File: src/design/rpa_pkg.sv
package rpa_pkg;

   // Defaults of the top-level parameters.
   localparam int NUM_PAGES_DEFAULT  = 65536;
   localparam int PAGE_SHIFT_DEFAULT = 12;
   localparam int COUNT_BITS_DEFAULT = 8;

   // Fixed field widths of the streams and registers.
   localparam int OP_W     = 2;
   localparam int ADDR_W   = 28;
   localparam int STATUS_W = 2;
   localparam int REF_W    = 8;
   localparam int REG_W    = 29;
   localparam int REQ_W    = 32;
   localparam int RSP_W    = 40;
   localparam int RSP_USED = STATUS_W + ADDR_W + REF_W + 1;
   localparam int CSR_AW   = 3;
   localparam int CSR_DW   = 32;

   localparam logic [REG_W-1:0] LOW_ADDR_RESET = '0;
   localparam logic [REG_W-1:0] TOP_ADDR_RESET = REG_W'(29'h1000_0000);

   // Register indexes (paddr bit 2).
   localparam logic REG_LOW_ADDR = 1'b0;
   localparam logic REG_TOP_ADDR = 1'b1;

   // Operation codes.
   localparam logic [OP_W-1:0] OP_ALLOC = 2'd0;
   localparam logic [OP_W-1:0] OP_FREE  = 2'd1;
   localparam logic [OP_W-1:0] OP_ADDREF = 2'd2;
   localparam logic [OP_W-1:0] OP_QUERY = 2'd3;

   // Result status codes.
   localparam logic [STATUS_W-1:0] ST_OK  = 2'd0;
   localparam logic [STATUS_W-1:0] ST_OOM = 2'd1;
   localparam logic [STATUS_W-1:0] ST_BAD = 2'd2;
   localparam logic [STATUS_W-1:0] ST_OVF = 2'd3;

   // Commands from the controller to the datapath.
   typedef struct packed {
      logic clear_step;
      logic accept;
      logic commit;
   } ctrl_cmd_type;

   // Status from the datapath to the controller.
   typedef struct packed {
      logic clear_last;
      logic slot_free;
   } dp_status_type;

endpackage

File: src/design/rpa_ctrl.sv
module rpa_ctrl import rpa_pkg::*; (
   input  logic          clock,
   input  logic          reset,
   input  logic          req_tvalid,
   output logic          req_tready,
   input  dp_status_type dp_status,
   output ctrl_cmd_type  cmd
);

   localparam logic [1:0] S_CLEAR = 2'd0;
   localparam logic [1:0] S_IDLE  = 2'd1;
   localparam logic [1:0] S_EXEC  = 2'd2;

   logic [1:0] state_ff;
   logic [1:0] state_in;

   always_comb begin
      state_in = state_ff;
      case (state_ff)
         S_CLEAR: begin
            if (dp_status.clear_last) begin
               state_in = S_IDLE;
            end
         end
         S_IDLE: begin
            if (req_tvalid) begin
               state_in = S_EXEC;
            end
         end
         S_EXEC: begin
            if (dp_status.slot_free) begin
               state_in = S_IDLE;
            end
         end
         default: state_in = S_CLEAR;
      endcase
   end

   always_ff @(posedge clock) begin
      if (reset) begin
         state_ff <= S_CLEAR;
      end else begin
         state_ff <= state_in;
      end
   end

   assign req_tready     = (state_ff == S_IDLE);
   assign cmd.clear_step = (state_ff == S_CLEAR);
   assign cmd.accept     = (state_ff == S_IDLE) && req_tvalid;
   assign cmd.commit     = (state_ff == S_EXEC) && dp_status.slot_free;

endmodule

File: config.mk
export PLATFORM = sky130hd
export DESIGN_NAME = rpa_ctrl
export DESIGN_NICKNAME = d
export VERILOG_FILES = /design/src/design/rpa_pkg.sv /design/src/design/rpa_ctrl.sv
export SDC_FILE = /design/constraint.sdc
export NUM_CORES = 1
export LEC_CHECK = 0
export ABC_AREA = 1
export BUFFER_PORTS_ARGS = -buffer_cell sky130_fd_sc_hd__buf_2
export CORE_AREA = 2 2 39 41
export DETAILED_ROUTE_END_ITERATION = 12
export DIE_AREA = 0 0 41 43
export GPL_TIMING_DRIVEN = 0
export PLACE_DENSITY = 0.3
export SYNTH_ARGS = -nofsm -noshare
export SYNTH_HDL_FRONTEND = slang
export SYNTH_SLANG_ARGS = --single-unit
export TNS_END_PERCENT = 1
File: constraint.sdc
create_clock -name clock -period 2 [get_ports clock]
set_clock_uncertainty 0.2 [all_clocks]
set_input_delay 0.1 -clock clock [delete_from_list [all_inputs] [get_ports clock]]
set_output_delay 0.1 -clock clock [all_outputs]
set_load 0.005 [all_outputs]
== After elaboration in Yosys (flattened, before gate mapping) ==
Cells that the tools add are included.
Storage, ports and cells
  bits of input ports: 5
  register bits after elaboration: 2
  bits in read-only memories: 0
  bits in latches: 0
  bits in writable memories: 0
  output and inout port bits: 4
  logic and storage cells: 14
  memories: 0
Cells by class
  div/mod/pow operators: 0
  multiplexer cells: 4
  multipliers: 0
  $lt $le $gt $ge: 0
  bitwise gates (word level): 0
  shift operators: 0
  $add $sub $neg: 0
  reductions and logical operators: 4
  eq/ne operators: 5
Operators by type and width (count)
  two-way mux 2 bit: 3
  != test 2 bit, second input constant: 3
  case mux 2 bit (3 select lines): 1
  AND reduction 3 bit: 1
  == test 2 x 1 -> 1 bit, second input constant: 1
  == test 2 bit, second input constant: 1
  logical AND 1 bit: 2
  logical NOT 2 bit: 1

== Depth between registers and ports, before layout ==
  depth after elaboration: 3
  mapped depth: 5
  mapped depth without buffers: 5

== Worst setup path before layout ==
Ideal clock, no wire load.
  path kind: register to register
  start point: register state_ff[1]
  end point: register state_ff[0]
  path slack: 0.994 ns
  clock period less this slack: 1.006 ns
  setup time: 0.110 ns
  required time: 1.690 ns
  cell stages (with the launch flop): 6
  arrival time: 0.696 ns
  path buffers: 0
  path through: dfxtp_1 inv_1 nand3b_1 nand3_1 nand2_1 nor2_2
Between the ends
  cells in the longest elaborated chain, start to end: 3
  elaborated cells between the ends (all ways): 8
  those cells by class: 5 x eq/ne; 1 x mux; 2 x reduce/logical
RTL lines
  start, declared: line rpa_ctrl.sv:14  | logic [1:0] state_ff;
  start signal, assigned: line rpa_ctrl.sv:43  | state_ff <= state_in;
  == test 2 bit, or another cell as far along: line rpa_ctrl.sv:19  | case (state_ff)
  != test 2 bit (no source line)
  AND reduction 3 bit (no source line)
Several ways; a longest one is shown, not always the timed one.
A chain may end at the register's enable or synchronous reset.

== Worst setup path in the final report ==
  start point: register state_ff[0]
  end point: register state_ff[1]
Same word-level chain as after synthesis.

==> results.sh <==
export IMPL_drcViolationCount=0
export IMPL_combinationalPowerShare_pct=21.3
export IMPL_drt_iter0_markers=0
export IMPL_synthMostInstantiatedCell="inv_1"
export IMPL_route_met3_wl_microns=54
export IMPL_start_kind="flip-flop"
export IMPL_hold_viol_final=0
export IMPL_max_stage_delay_ns=0.57
export IMPL_drv_cap=0
export IMPL_gp_congestion=0.610
export IMPL_highest_layer="met3"
export IMPL_synth_top_area_share_pct=30.5
export IMPL_p_clk_share_pct=50.7
export IMPL_grt_pass1_wl_microns=634
export IMPL_reg2regPathDepth=5
export IMPL_reg2reg_from="state_ff[0]$_SDFFE_PP0P_"
export IMPL_status="completed"
export IMPL_path_cells="inv_2, nor2_4, nand2_2, a21oi_1, dlygate4sd3_1"
export IMPL_clk_pin_slew_ns=0.03
export IMPL_diodes=0
export IMPL_synth_ff_type="dfxtp_1"
export IMPL_worst_pin_slew_ns=0.211
export IMPL_clock_fmax_mhz=627
export IMPL_routed_via_density=3.29
export IMPL_min_period_ns=1.60
export IMPL_synth_seq_area_share_pct=30.5
export IMPL_ctsHoldBuffers=2
export IMPL_synthCells=20
export IMPL_numClockSinks=2
export IMPL_max_flop_register="state_ff"
export IMPL_synth_edf_count=0
export IMPL_drt_pre_antenna_iters=1
export IMPL_async_flop_share_pct=0
export IMPL_synth_seq_cells=2
export IMPL_synthesis_nets=25
export IMPL_timing_rr_end="state_ff[1]$_SDFFE_PP0P_"
export IMPL_clock_latency_ns=0.22
export IMPL_setup_viol=0
export IMPL_dp_cells=44
export IMPL_rsz0062_at_grt="false"
export IMPL_vias=161
export IMPL_wl_per_cell_microns=8.06
export IMPL_htreeDepth=1
export IMPL_power_leakage_nw=0.126
export IMPL_tns_ns=0
export IMPL_largest_reg_flops=2
export IMPL_routed_wl_microns=395
export IMPL_pwr_share_seq_pct=28.0
export IMPL_hold_path_class="input port to flip-flop"
export IMPL_ant_nets=0
export IMPL_cp_max_fo=5
export IMPL_fp_dieH_microns=43
export IMPL_nFillCells=165
export IMPL_final_cells=49
export IMPL_power_density_nw_per_um2=747
export IMPL_io_pin_count=9
export IMPL_fin_util_pct=16.9
export IMPL_cts_tree="yes"
export IMPL_cts_buffers_inserted=3
export IMPL_worst_r2r_setup_slack_ns=0.40
export IMPL_crit_path_top_delay_cell="dlygate4sd3_1"
export IMPL_grt_pass1_vias=179
export IMPL_area_delta_synth_final_pct=78.1
export IMPL_arrival_ns=1.56
export IMPL_core_area_sq_um=1380
export IMPL_synth_commonest_cells="4 x inv_1, 3 x nand2_1, 2 x dfxtp_1, 2 x nand3_1, 2 x nor2_2"
export IMPL_power_switching_share_pct=26.5
export IMPL_wl_met1_microns=178
export IMPL_reg_largest_list="state_ff: 2 flops"
export IMPL_post_cts_repair_setup_buffers=0
export IMPL_critPathLaunch="state_ff[0]$_SDFFE_PP0P_"
export IMPL_grt_max_degree=6
export IMPL_holdWs_ns=0.0452
export IMPL_endpoint="state_ff[1]$_SDFFE_PP0P_"
export IMPL_synth_cell_types=12
export IMPL_cts_resized=0
export IMPL_dieArea_sq_um=1760
export IMPL_place_area_sq_um=191
export IMPL_synthTopCellsByArea="dfxtp_1 30%, inv_1 11%, nor2_2 9.5%, nand2_1 8.6%, nor2_4 8.6%"
export IMPL_dieWidth_microns=41
export IMPL_drive_above_1_share_pct=48.5
export IMPL_min_delay_start="dp_status[1]"
export IMPL_cts_path_max_buffers=2
export IMPL_multiInputGateArea_sq_um=68.8
export IMPL_yosysWarnings=0
export IMPL_grt_usage_pct=6.02
export IMPL_synth_top_area_cell="dfxtp_1"
export IMPL_gr_total_overflow=0
export IMPL_slew_limit_headroom_pct=85.9
export IMPL_seq_area_sq_um=40.0
export IMPL_start_util_pct=9.49
export IMPL_core_rowCount=14
export IMPL_nets=40
export IMPL_final_max_slew_viol_count=0
export IMPL_crit_path_end_kind="flip-flop"
export IMPL_path_class="flip-flop to flip-flop"
export IMPL_wl_met2_microns=161
export IMPL_port_buffers=8
export IMPL_required_ns=1.96
export IMPL_vdd_drop_max_mv=0.217
export IMPL_syn_area_per_cell_sq_um=6.57
export IMPL_finish_instance_area_sq_um=234
export IMPL_intPower_w=0.000128
export IMPL_netlist_area_sq_um=131
export IMPL_p_sw_w=0.0000462
export IMPL_cts_root_buffer="clkbuf_4"
export IMPL_finalCritPeriodShare_pct=79.8
export IMPL_grt_antenna_before_repair=0
-- worst max-delay path, delay by kind of cell, from the launching register on --
family                 cells  cell delay (ns)
DFF                        1             0.40
AOI/OAI and AO/OA          1             0.13
and+or+nand+nor            2             0.16
buffers and inverters      2             0.64
-- kinds of logic (layout without fill, tap and decap cells) --
kind of cell | Yosys count | in the layout | share of synthesized area (%)
AO/OA/AOI/OAI | 1 | 1 | 3.81
buffers and inverters | 6 | 19 | 17.1
flip-flops | 2 | 2 | 30.5
AND/OR/NAND/NOR | 11 | 11 | 48.6
-- power by group through the flow --
stage | Clock, W | Combinational, W | Sequential [W]
floorplan | 0 | 0.0000204 | 0.0000487
finish | 0.0000885 | 0.0000373 | 0.0000489
CTS | 0.0000939 | 0.0000376 | 0.0000490
global placement | 0 | 0.0000334 | 0.0000494
detailed placement | 0 | 0.0000342 | 0.0000495
global route | 0.000102 | 0.0000425 | 0.0000498
-- layout make-up --
| type | instances | share of cell area, % |
|---|---|---|
| Tap cell | 16 | 8.56 |
| Clock buffer | 3 | 9.63 |
| Multi-Input combinational cell | 12 | 29.4 |
| Sequential cell | 2 | 17.1 |
| Timing Repair Buffer | 10 | 25.7 |
| Inverter | 6 | 9.63 |
-- per-stage QoR --
stage / power [W] / worst slack (ns)
final: 0.000175 / 0.404
after detailed placement: 0.0000837 / 0.900
after global routing: 0.000194 / 0.283
after CTS: 0.000180 / 0.442
after floorplan: 0.0000690 / 0.994
after global placement: 0.0000829 / 0.908
-- worst min path at each step --
stage	slack, ns	to	cells past startpoint
2_1_floorplan	-0.03	state_ff[1]$_SDFFE_PP0P_	1
3_3_place_gp	0.07	state_ff[1]$_SDFFE_PP0P_	2
3_5_place_dp	0.08	state_ff[1]$_SDFFE_PP0P_	2
4_1_cts	0.04	state_ff[0]$_SDFFE_PP0P_	5
5_1_grt	0.06	state_ff[0]$_SDFFE_PP0P_	5
6_report	0.05	state_ff[0]$_SDFFE_PP0P_	5
-- metal layers --
metal  track usage, %  vias to the layer above
met4             8.00                        0
met3             3.14                        0
met5                0                        -
li1                 -                       85
met2             7.81                        9
met1             5.45                       67
-- cell usage in the layout (no fill, tap or decap), types with 2 or more instances in the layout --
cell / count
buf_2: 8
inv_1: 4
nand2_1: 3
clkbuf_4: 3
nor2_2: 2
nand3_1: 2
dlygate4sd3_1: 2
dfxtp_1: 2
Power figures use the tool's default switching activity.
